### src/hdl/strided_slice_address_generator_assert.svh
// Assertion macros for the slice address generator.
`ifndef STRIDED_SLICE_ADDRESS_GENERATOR_ASSERT_SVH
`define STRIDED_SLICE_ADDRESS_GENERATOR_ASSERT_SVH
`ifndef SYNTHESIS
`define SSAG_ASSERT_IMPL(label, clk, rst_n, cond, msg) \
    label: assert property (@(posedge clk) disable iff (!rst_n) (cond)) else $error(msg);
`define SSAG_ASSERT_NEXT(label, clk, rst_n, pre, post, msg) \
    label: assert property (@(posedge clk) disable iff (!rst_n) (pre) |=> (post)) \
        else $error(msg);
`else
`define SSAG_ASSERT_IMPL(label, clk, rst_n, cond, msg)
`define SSAG_ASSERT_NEXT(label, clk, rst_n, pre, post, msg)
`endif
`endif

### src/hdl/ssag_pkg.sv
`timescale 1ns / 1ps
`default_nettype none
package ssag_pkg;
    localparam int MAX_RANK_DEF    = 4;
    localparam int DIM_BITS_DEF    = 16;
    localparam int OFFSET_BITS_DEF = 32;
    localparam int WORD_BITS       = 64;
    localparam int SLOT_BITS       = 16;
    localparam int MASK_BITS       = 12;
    localparam int RANK_BITS       = 3;
    localparam int CFG_IDX_BITS    = 3;
    localparam int STATUS_BITS     = 3;
    localparam int OUT_OFS_BITS    = 32;
    localparam int NUM_AXES        = 4;

    localparam logic [CFG_IDX_BITS-1:0] REG_SHAPE  = 3'd0;
    localparam logic [CFG_IDX_BITS-1:0] REG_BEGIN  = 3'd1;
    localparam logic [CFG_IDX_BITS-1:0] REG_END    = 3'd2;
    localparam logic [CFG_IDX_BITS-1:0] REG_STRIDE = 3'd3;
    localparam logic [CFG_IDX_BITS-1:0] REG_MASKS  = 3'd4;
    localparam logic [CFG_IDX_BITS-1:0] REG_RANK   = 3'd5;
    localparam logic [CFG_IDX_BITS-1:0] REG_SLICE  = 3'd6;
    localparam logic [CFG_IDX_BITS-1:0] REG_SWAP   = 3'd7;

    localparam logic [STATUS_BITS-1:0] ST_OK      = 3'd0;
    localparam logic [STATUS_BITS-1:0] ST_ZERO    = 3'd1;
    localparam logic [STATUS_BITS-1:0] ST_BOUND   = 3'd2;
    localparam logic [STATUS_BITS-1:0] ST_SHRINK  = 3'd3;
    localparam logic [STATUS_BITS-1:0] ST_EMPTY   = 3'd4;

    typedef struct packed {
        logic start;
        logic step;
    } t_cmd;

    typedef struct packed {
        logic                   busy;
        logic                   done;
        logic [STATUS_BITS-1:0] status;
        logic                   last;
    } t_stat;

    function automatic logic [1:0] axis_src(input logic [1:0] d, input logic swap);
        logic [1:0] r;
        r = d;
        if (swap) begin
            unique case (d)
                2'd0: r = 2'd0;
                2'd1: r = 2'd3;
                2'd2: r = 2'd1;
                default: r = 2'd2;
            endcase
        end
        return r;
    endfunction
endpackage
`default_nettype wire

### src/hdl/ssag_ctrl.sv
`timescale 1ns / 1ps
`default_nettype none
module ssag_ctrl (
    input  wire logic          i_clk,
    input  wire logic          i_rst_n,
    input  wire logic          i_in_valid,
    output logic               o_in_stall,
    input  wire logic          i_restart,
    output logic               o_out_valid,
    input  wire logic          i_out_stall,
    output ssag_pkg::t_cmd     o_cmd,
    input  ssag_pkg::t_stat    i_stat
);
    import ssag_pkg::*;

    localparam logic [1:0] S_IDLE  = 2'd0;
    localparam logic [1:0] S_SETUP = 2'd1;
    localparam logic [1:0] S_OUT   = 2'd2;

    logic [1:0] r_state, n_state;
    logic       r_active, n_active;
    logic       accept, out_take;

    assign out_take    = o_out_valid && !i_out_stall;
    assign o_out_valid = (r_state == S_OUT);
    assign o_in_stall  = !((r_state == S_IDLE) || (r_state == S_OUT && out_take));
    assign accept      = i_in_valid && !o_in_stall;

    always_comb begin
        n_state   = r_state;
        n_active  = r_active;
        o_cmd     = '0;
        if (out_take) begin
            n_state = S_IDLE;
        end
        if (accept) begin
            if (i_restart || !r_active) begin
                o_cmd.start = 1'b1;
                n_state = S_SETUP;
            end else begin
                o_cmd.step = 1'b1;
                n_active = !i_stat.last;
                n_state = S_OUT;
            end
        end
        if (r_state == S_SETUP && i_stat.done) begin
            if (i_stat.status == ST_OK) begin
                o_cmd.step = 1'b1;
                n_active = !i_stat.last;
            end else begin
                n_active = 1'b0;
            end
            n_state = S_OUT;
        end
    end

    always_ff @(posedge i_clk) begin
        if (!i_rst_n) begin
            r_state  <= S_IDLE;
            r_active <= 1'b0;
        end else begin
            r_state  <= n_state;
            r_active <= n_active;
        end
    end
endmodule
`default_nettype wire

### config.mk
export PLATFORM = sky130hd
export DESIGN_NAME = ssag_ctrl
export DESIGN_NICKNAME = d
export VERILOG_FILES = /design/src/hdl/strided_slice_address_generator_assert.svh /design/src/hdl/ssag_pkg.sv /design/src/hdl/ssag_ctrl.sv
export SDC_FILE = /design/constraint.sdc
export NUM_CORES = 1
export LEC_CHECK = 0
export ABC_AREA = 1
export BUFFER_PORTS_ARGS = -buffer_cell sky130_fd_sc_hd__buf_2
export CAP_MARGIN = 25
export CORE_AREA = 4 4 41 43
export CTS_CLUSTER_SIZE = 8
export DETAILED_ROUTE_END_ITERATION = 8
export DIE_AREA = 0 0 45 47
export HOLD_SLACK_MARGIN = 0.1
export MAX_ROUTING_LAYER = met4
export PLACE_DENSITY = 0.44
export SETUP_SLACK_MARGIN = 0.4
export SLEW_MARGIN = 20
export SYNTH_ARGS = -nofsm -noshare
export SYNTH_HDL_FRONTEND = slang
export SYNTH_SLANG_ARGS = --single-unit
### constraint.sdc
create_clock -name i_clk -period 1.95 [get_ports i_clk]
set_input_delay 0.4875 -clock i_clk [delete_from_list [all_inputs] [get_ports i_clk]]
set_output_delay 0.4875 -clock i_clk [all_outputs]
set_load 0.02 [all_outputs]
# Yosys cells after proc, flatten, opt, wreduce, memory -nomap -nowiden

Index checks and enable logic that the tools add are counted.
W data, S select, Z words.

Add/subtract/negate cells: 0
Multiply operators: 0
Divide/modulo/power cells: 0
Order comparisons: 0
Equal/unequal tests: 3
Shift-type cells: 0
Multiplexer cells: 13
Bitwise gates (word level): 1
Reductions and logical operators: 17

Operators by type and width:

| operator             | count |
|---|---|
| $mux W2              | 5 |
| $mux W1              | 8 |
| $logic_and A1 B1 Y1  | 4 |
| $logic_not A1 Y1     | 4 |
| $reduce_bool A2 Y1   | 2 |
| $logic_not A3 Y1     | 1 |
| $reduce_bool A3 Y1   | 1 |
| $eq A2 B1 Y1 const B | 1 |
| $eq A2 B2 Y1 const B | 1 |
| $logic_not A2 Y1     | 1 |
| $logic_or A1 B1 Y1   | 2 |
| $ne A2 B1 Y1 const B | 1 |
| $reduce_and A2 Y1    | 1 |
| $reduce_or A2 Y1     | 1 |
| $not A1 Y1           | 1 |

Register bits: 3
Latch bits: 0
Bits in writable memories: 0
Memory bits (read-only): 0
Input bits: 11
Output and inout bits: 4
Word-level logic and storage cells: 37
Memories: 0

# Depth between registers and ports, before layout

Gate-level depths: netlist (run 1).

Depth after elaboration: 8
Gate-level depth with buffers: 5
Mapped depth without buffers: 5

# Worst setup path after synthesis (run 1)

No wires, ideal clock.

Kind: input to output
From: in i_out_stall
To: out o_cmd[0] in the netlist's numbering
Arrival: 1.002 ns
Path slack: 0.461 ns
Cell stages on the path: 3
Path buffers: 0
Cells stage by stage: nand2_2 -> nand3_4 -> o22ai_1

RTL lines:

| what               | RTL line        | text |
|---|---|---|
| start: declaration | ssag_ctrl.sv:10 | `input wire logic i_out_stall,` |
| end: declaration   | ssag_ctrl.sv:11 | `output ssag_pkg::t_cmd o_cmd,` |

==> impl_metrics.py, run 1 <==
metrics = {
    "synthesis": {
        "synth_nets": 44,
        "ys_warn_count": 0,
        "ys_types": 15,
        "synthCells": 33,
        "syn_area_per_cell_um2": 6.67,
        "synth.cell_area_um2": 220,
        "synth-seq-cells": 3,
        "ys_seq_area_share_pct": 27.3,
    },
    "die": {
        "initial_core_util_pct": 16.9,
        "fp.dieW_um": 45,
        "die_area_um2": 2120,
        "core.rowCount": 13,
        "core_area_um2": 1300,
        "pin_count": 15,
        "die_h_um": 47,
    },
    "cts": {
        "cts-root-buf": "clkbuf_4",
        "clk_pin_slew_worst_paths_ns": 0.04,
        "htree_num_levels": 1,
        "clk-insertion-delay-late_ns": 0.23,
        "cts_buffers": 3,
        "hold_buffers": 0,
        "cts.path.max_buffers": 2,
        "cts_tree": "done",
        "numClockSinks": 3,
    },
    "drt": {
        "drtPass1Iterations": 1,
        "drt-total-wl_um": 629,
        "antenna_left": 0,
        "vias_per_cell": 4.03,
        "vias": 270,
        "drt_iter0_markers": 0,
        "wl_per_cell_um": 9.39,
        "drc": 0,
    },
    "cells_and_area": {
        "antenna_cells": 0,
        "fin_nets": 64,
        "mostFrequentLayoutCells": "10 x nand2_1, 10 x buf_2, 4 x nor2_1",
        "drive_above_1_share_pct": 57.7,
        "area_growth_syn_to_layout_pct": 78.4,
    },
    "global_route": {
        "grt_pass1_wl_um": 903,
        "track_usage_pct": 6.68,
        "grt_pass1_vias": 245,
        "antenna_found_initial": 0,
        "grt_max_degree": 7,
        "grt_overflow_total": 0,
    },
    "timing": {
        "fmax_ghz": 0.646,
        "finalCriticalPeriod_ns": 1.55,
        "rsz0062_at_grt": "true",
        "final-max-slew-violation-count": 0,
        "worst_pin_slew_ns": 0.166,
        "min_period_over_period_pct": 79.4,
        "finClkSkew_ns": 0.00102,
        "setup_tns_ns": 0,
        "hold_viol": 0,
        "max_slew_margin_pct": 88.9,
        "setup_viol": 0,
    },
    "placement": {
        "place.gp.congestion": 0.658,
        "hpwl_um": 460,
        "portBuffers": 13,
    },
    "setup_path": {
        "cp_data_required_time_ns": 1.46,
        "crit_path_start_kind": "input pin",
        "cp_max_fo": 4,
        "cp-end-kind": "output pin",
        "crit_type": "input pin to output pin",
        "arrival_ns": 1.06,
    },
    "power": {
        "p_leak_uw": 0.000194,
        "p_total_uw": 265,
        "power.density_nw_per_um2": 674,
        "ir_worst_vdd_mv": 0.383,
    },
    "status": {
        "status": "completed",
    },
    "hold_path": {
        "min_path_type": "input pin to flip-flop",
    },
    "job": {
        "drv_cap": 0,
    },
}
[metrics by stage]
step / utilization, % / hold WS, ns / instances / worst slack, ns / cell area (um2)
floorplan: - / 0.501 / 33 / 0.461 / 220
global placement: 23.4 / 0.529 / 61 / 0.373 / 304
CTS: 26.9 / 0.492 / 65 / 0.388 / 350
detailed placement: 23.4 / 0.524 / 61 / 0.382 / 304
finish: 30.2 / 0.497 / 67 / 0.403 / 393
global route: 30.2 / 0.507 / 67 / 0.365 / 393
[per-layer routing]
layer / routed length (um) / part of all wire (%) / GRT usage, % / up-vias
met5: 0 / 0 / - / -
li1: - / - / - / 143
met2: 275 / 44 / 7.91 / 12
met4: 17 / 2.7 / 5.26 / 0
met1: 251 / 40 / 6.80 / 113
met3: 85 / 14 / 5.75 / 2
[what timing repair did]
action                     4_1_cts  5_1_grt
hold endpoints to repair         0        0
pin swaps                        3        1
setup endpoints to repair        2        2
gates resized for setup          8        5
buffers inserted                 0        2
[report_power, final]
part           switching [uW]  leakage [uW]  internal (uW)  total [uW]
sequential               9.45     0.0000257           67.8        77.2
combinational            40.4      0.000153           37.5        77.9
clock                    33.1     0.0000150           76.7         110
[kinds of logic after synthesis]
kind of cell | count (synthesis) | synth area share, %
DFF | 3 | 27.3
buffers and inverters | 5 | 8.52
AOI/OAI and AO/OA | 7 | 22.2
and+or+nand+nor | 18 | 42.1
[area by class of cell]
| type | instances | area, um2 |
|---|---|---|
| clock buffers | 4 | 26.3 |
| fillers | 161 | 908 |
| repair buffers | 15 | 98.8 |
| inverters | 5 | 21.3 |
| well taps | 15 | 18.8 |
| multi-input cells | 25 | 163 |
| flip-flops and latches | 3 | 65.1 |
[critical path, cell delays in order]
cell and delay (ns):
buf_2 0.11, nand2_2 0.09, nand3_4 0.10, a21oi_4 0.14, buf_6 0.14
[cells in the mapped netlist (all sizes together)]
cell type  number  share of area [%]
dfxtp           3                 27
nand3           2                 13
a21boi          1                3.4
o21bai          1                3.4
o22ai           1                2.8
nand2          11                 20
inv             5                8.5
a21oi           2                8.0
nor2            5                9.7
o21ai           2                4.5
[worst paths after layout]
kind	start	to	slack, ns	cells after the start
hold reg to reg	r_state[1]$_SDFFE_PN0P_	r_state[1]$_SDFFE_PN0P_	0.51	2
setup / recovery	i_out_stall	o_cmd[1]	0.40	5
setup reg to reg	r_state[0]$_SDFFE_PP0P_	r_state[0]$_SDFFE_PP0P_	1.00	6
hold / removal	i_rst_n	r_state[0]$_SDFFE_PP0P_	0.50	3
[flip-flops by register name, indices dropped and copies added, names as in the netlist]
register	count
r_state	2
r_active	1
Note: power is estimated with default switching activity, not from simulation.
==> run 2: changes to the inputs <==
--- a/config.mk
+++ b/config.mk
@@ -14,7 +14,7 @@
 export DIE_AREA = 0 0 45 47
 export HOLD_SLACK_MARGIN = 0.1
 export MAX_ROUTING_LAYER = met4
-export PLACE_DENSITY = 0.44
+export PLACE_DENSITY = 0.45
 export SETUP_SLACK_MARGIN = 0.4
 export SLEW_MARGIN = 20
 export SYNTH_ARGS = -nofsm -noshare
==> constraint.sdc (replaced) <==
create_clock -name i_clk -period 1.4 [get_ports i_clk]
set_input_delay 0.35 -clock i_clk [delete_from_list [all_inputs] [get_ports i_clk]]
set_output_delay 0.35 -clock i_clk [all_outputs]
set_load 0.02 [all_outputs]
==> run 2 against run 1 <==
  * The flow now finishes with violations (negative setup slack)
  * Register-to-register slack got worse by 0.69 ns
  * Die area did not move
  * Flip-flop and latch count did not move
  * Non-clock buffer count rose by 1
  * Clock power rose by 42%
  * Critical path depth fell by 1
  * Worst setup slack got worse by 0.40 ns
  * Clock skew rose by 0.0045 ns
  * Design area rose by 8.9%
  * Hold slack got worse by 0.13 ns
  * Core utilization rose by 2.7 points
  * Largest cell class unchanged
  * Largest power group unchanged
==> impl_metrics.py, run 2 (synthesis gave the netlist of run 1 again) <==
metrics = {
    "status": {
        "status": "finished, violations left",
        "violations": "negative setup slack",
    },
    "timing": {
        "setup_viol": 1,
        "finalCriticalPeriod_ns": 1.40,
        "final-max-slew-violation-count": 0,
        "finalWorstSetupSlack_ns": -0.00115,
        "rsz0062_at_grt": "true",
        "max_slew_margin_pct": 88.4,
        "hold_viol": 0,
        "finClkSkew_ns": 0.00551,
        "fmax_ghz": 0.714,
        "min_period_over_period_pct": 100,
        "worst_pin_slew_ns": 0.174,
    },
    "placement": {
        "portBuffers": 13,
        "post-place-ws_ns": 0.0671,
        "place.gp.congestion": 0.681,
        "hpwl_um": 452,
    },
    "setup_path": {
        "critical-path-top-delay-family": "flip-flops",
        "slowest_stage": "dfxtp_2",
        "cp_data_required_time_ns": 1.05,
        "crit_path_start_kind": "flip-flop",
        "crit_path_max_incr_delay_ns": 0.34,
        "crit_type": "flip-flop to output pin",
        "cp-end-kind": "output pin",
        "critical_path.cell_chain": "nand2_4, nand3_4, a21oi_4, buf_6",
        "arrival_ns": 1.05,
        "critical_path_buf_inv_count": 1,
        "cp_max_fo": 4,
    },
    "drt": {
        "vias": 275,
        "vias_per_cell": 4.04,
        "drt-total-wl_um": 584,
        "drc": 0,
        "wl_per_cell_um": 8.59,
        "antenna_left": 0,
        "drtPass1Iterations": 2,
        "drt_iter0_markers": 1,
    },
    "cells_and_area": {
        "regArea_um2": 65.1,
        "nFillCells": 153,
        "fin_nets": 65,
        "top_register": "r_state",
        "area_growth_syn_to_layout_pct": 94.3,
        "largest_reg_flops": 2,
        "drive_above_1_share_pct": 64.2,
        "final_common_cell": "buf_2",
        "largest_registers": "r_state x2, r_active x1",
        "mostFrequentLayoutCells": "9 x buf_2, 8 x nand2_1, 4 x buf_4",
        "multi_input_area_um2": 188,
        "antenna_cells": 0,
    },
    "power": {
        "p_seq_share_pct": 27.7,
        "combPwrFrac_pct": 32.2,
        "power.switching_uw": 126,
        "swShare_pct": 32.3,
        "ir_worst_vdd_mv": 0.324,
        "power.density_nw_per_um2": 910,
        "clkPwrFrac_pct": 40.0,
        "p_total_uw": 389,
        "internal_power_uw": 263,
        "p_leak_uw": 0.000207,
    },
    "global_route": {
        "grt_overflow_total": 0,
        "grt_pass1_vias": 233,
        "grt_pass1_wl_um": 931,
        "grt_max_degree": 7,
        "track_usage_pct": 6.76,
        "antenna_found_initial": 0,
    },
    "die": {
        "core_area_um2": 1300,
        "die_area_um2": 2120,
        "fp.dieW_um": 45,
        "pin_count": 15,
        "core.rowCount": 13,
        "initial_core_util_pct": 16.9,
        "die_h_um": 47,
    },
    "cts": {
        "htree_num_levels": 1,
        "cts_tree": "done",
        "clk-insertion-delay-late_ns": 0.24,
        "cts_buffers": 3,
        "clk_pin_slew_worst_paths_ns": 0.04,
        "hold_buffers": 0,
        "cts.path.max_buffers": 2,
        "numClockSinks": 3,
        "cts-root-buf": "clkbuf_4",
    },
    "job": {
        "drv_cap": 0,
    },
    "hold_path": {
        "min_path_type": "input pin to flip-flop",
    },
}
-- run 2: changes by cell type in the layout (fill, tap and decap cells not counted), sizes merged --
cell / previous run / this run
buf: 15 / 16
-- run 2: worst min-delay path, stage by stage --
cell and delay, ns:
buf_2 0.11, nand2_1 0.06, nor2_1 0.04
-- run 2: per-layer routing --
layer,vias up,GRT usage [%],routed length [um]
li1,147,-,-
met1,116,8.60,271
met2,12,7.63,247
met3,0,4.60,66
met4,0,3.51,0
met5,-,-,0
-- run 2: what timing repair did --
item,CTS,global route
setup buffers,1,2
gates resized for setup,10,2
setup endpoints to repair,4,5
pin swaps,2,0
-- run 2: path summary, 6_finish.rpt --
check	from	endpoint	slack, ns	cells after the start
worst min register to register	r_state[1]$_SDFFE_PN0P_	r_state[1]$_SDFFE_PN0P_	0.53	2
worst min-delay path	i_rst_n	r_state[0]$_SDFFE_PP0P_	0.36	3
worst max-delay path	r_state[1]$_SDFFE_PN0P_	o_cmd[1]	-0.001	4
worst max register to register	r_state[1]$_SDFFE_PN0P_	r_state[0]$_SDFFE_PP0P_	0.31	7
-- run 2: power by group through the flow --
stage / combinational, uW / clock, uW / sequential, uW
finish: 125 / 156 / 108
global route: 136 / 170 / 110
CTS: 114 / 163 / 108
detailed placement: 98.1 / 0 / 107
global placement: 98.2 / 0 / 107
floorplan: 66.8 / 0 / 105
-- run 2: layout make-up --
class / instances / area share [%]
clock buffer: 4 / 6.14
inverter: 5 / 4.97
multi-input combinational: 25 / 43.9
sequential: 3 / 15.2
tap: 15 / 4.39
timing repair buffer: 16 / 25.4
-- run 2: per-stage QoR --
step                hold slack [ns]  area [um2]  TNS [ns]  util, %  cells
floorplan                     0.471         259         0        -     33
global placement              0.516         343         0     26.3     61
detailed placement            0.519         343         0     26.3     61
CTS                           0.356         407   -0.0125     31.3     66
global route                  0.372         428    -0.104     32.9     68
finish                        0.364         428  -0.00115     32.9     68
==> run 3: changes to the inputs <==
==> constraint.sdc (replaced) <==
create_clock -name i_clk -period 1.4 [get_ports i_clk]
set_input_delay 0.28 -clock i_clk [delete_from_list [all_inputs] [get_ports i_clk]]
set_output_delay 0.28 -clock i_clk [all_outputs]
set_load 0.02 [all_outputs]
==> run 3 against run 2 <==
  * The run now ends clean
  * Critical path depth stayed put
  * Die area unchanged
  * Design area is 6.1% higher
  * Core utilization grew 2.0 points
  * Register-to-register slack lost 0.13 ns
  * First-iteration DRC count up 100%
  * Clock skew fell by 0.0027 ns
  * Final cell count grew 5.9%
  * Critical path type unchanged
  * Critical endpoint unchanged
  * Largest power group unchanged
==> impl_metrics.py, run 3 (synthesis gave the netlist of run 1 again) <==
metrics = {
    "status": {
        "status": "completed",
    },
    "die": {
        "fp.dieW_um": 45,
        "pin_count": 15,
        "core.rowCount": 13,
        "die_h_um": 47,
        "initial_core_util_pct": 16.9,
        "die_area_um2": 2120,
        "core_area_um2": 1300,
    },
    "drt": {
        "drt_iter0_markers": 2,
        "antenna_left": 0,
        "vias": 283,
        "drc": 0,
        "drtPass1Iterations": 2,
        "wl_per_cell_um": 8.04,
        "drt-total-wl_um": 579,
        "vias_per_cell": 3.93,
    },
    "cts": {
        "cts_tree": "done",
        "cts-root-buf": "clkbuf_4",
        "clk-insertion-delay-late_ns": 0.23,
        "hold_buffers": 0,
        "cts.path.max_buffers": 2,
        "clk_pin_slew_worst_paths_ns": 0.04,
        "cts_buffers": 3,
        "numClockSinks": 3,
        "htree_num_levels": 1,
    },
    "job": {
        "drv_cap": 0,
    },
    "setup_path": {
        "arrival_ns": 1.03,
        "startpoint": "r_state[1]$_SDFFE_PN0P_",
        "cp-end-kind": "output pin",
        "cp_data_required_time_ns": 1.12,
        "crit_path_start_kind": "flip-flop",
        "critical_path.cell_chain": "nand2_4, nand3_4, a21oi_4, buf_6",
        "slowest_stage": "dfxtp_4",
        "crit_path_max_incr_delay_ns": 0.35,
        "critical_path_buf_inv_count": 1,
        "crit_type": "flip-flop to output pin",
        "cp_max_fo": 4,
        "reg2reg_from": "r_state[1]$_SDFFE_PN0P_",
        "critical-path-top-delay-family": "flip-flops",
    },
    "timing": {
        "setup_viol": 0,
        "fmax_ghz": 0.762,
        "rsz0062_at_grt": "true",
        "final-max-slew-violation-count": 0,
        "max_slew_margin_pct": 90.5,
        "setup_tns_ns": 0,
        "hold_viol": 0,
        "finalCriticalPeriod_ns": 1.31,
        "worst_pin_slew_ns": 0.141,
        "min_period_over_period_pct": 93.7,
        "finClkSkew_ns": 0.00283,
    },
    "placement": {
        "place_area_um2": 328,
        "place_inst": 61,
        "place.gp.congestion": 0.709,
        "portBuffers": 13,
        "hpwl_um": 445,
    },
    "power": {
        "clkPwrFrac_pct": 38.2,
        "internal_power_uw": 272,
        "combPwrFrac_pct": 34.3,
        "ir_worst_vdd_mv": 0.249,
        "p_leak_uw": 0.000226,
        "swShare_pct": 30.7,
        "power.density_nw_per_um2": 864,
        "power.switching_uw": 121,
        "p_seq_share_pct": 27.5,
    },
    "cells_and_area": {
        "antenna_cells": 0,
        "largest_reg_flops": 2,
        "largest_registers": "r_state x2, r_active x1",
        "mostFrequentLayoutCells": "9 x nand2_1, 9 x buf_2, 8 x buf_4",
        "finalNonFillerCells": 72,
        "fin_nets": 69,
        "drive_above_1_share_pct": 64.9,
        "area_growth_syn_to_layout_pct": 106,
        "nFillCells": 156,
        "top_register": "r_state",
        "stdcell_area_um2": 454,
    },
    "global_route": {
        "track_usage_pct": 6.52,
        "grt_overflow_total": 0,
        "grt_max_degree": 7,
        "grt_pass1_wl_um": 945,
        "antenna_found_initial": 0,
        "grt_pass1_vias": 263,
    },
    "hold_path": {
        "min_path_type": "input pin to flip-flop",
        "min_from": "i_rst_n",
    },
}
-- run 3: area by class of cell --
type	count	area (um2)	area share, %
clock buffer	4	26.3	5.79
inverter	5	23.8	5.23
multi-input combinational	25	178	39.1
sequential	3	68.8	15.2
tap	15	18.8	4.13
timing repair buffer	20	139	30.6
-- run 3: final timing paths --
path	slack [ns]	depth (start not counted)	endpoint
setup / recovery	0.09	4	o_cmd[1]
hold / removal	0.30	3	r_state[0]$_SDFFE_PP0P_
setup reg to reg	0.18	7	r_active$_SDFFE_PN0P_
hold reg to reg	0.55	2	r_state[0]$_SDFFE_PP0P_
-- run 3: tightest hold or removal path: cells and delay by family --
family,cells,cell delay [ns]
buffers and inverters,1,0.11
and+or+nand+nor,2,0.10
-- run 3: power groups by stage --
stage	registers, uW	clock network (uW)	logic [uW]
after global placement	107	0	94.4
after detailed placement	107	0	94.2
final	108	150	135
after global routing	110	172	147
after floorplan	105	0	65.2
after CTS	108	157	119
-- run 3: metrics by stage --
step	setup WS (ns)	utilization, %	total power, uW	hold WS (ns)
floorplan	0.408	-	170	0.401
global placement	0.190	25.2	201	0.527
detailed placement	0.179	25.2	201	0.507
CTS	0.0605	31.3	383	0.286
global route	0.0226	34.9	429	0.285
finish	0.0875	34.9	393	0.295
-- run 3: layer usage --
layer	wire length (um)	vias up	GRT usage (%)
met5	0	-	-
met4	0	0	3.51
met3	58	0	3.45
met2	248	15	7.63
met1	272	113	8.62
li1	-	155	-
-- run 3: timing repair --
| action | CTS | global route |
|---|---|---|
| buffers inserted | 3 | 4 |
| setup endpoints to repair | 4 | 5 |
| pin swaps | 1 | 2 |
| gates cloned | 0 | 0 |
| resized for setup | 9 | 6 |
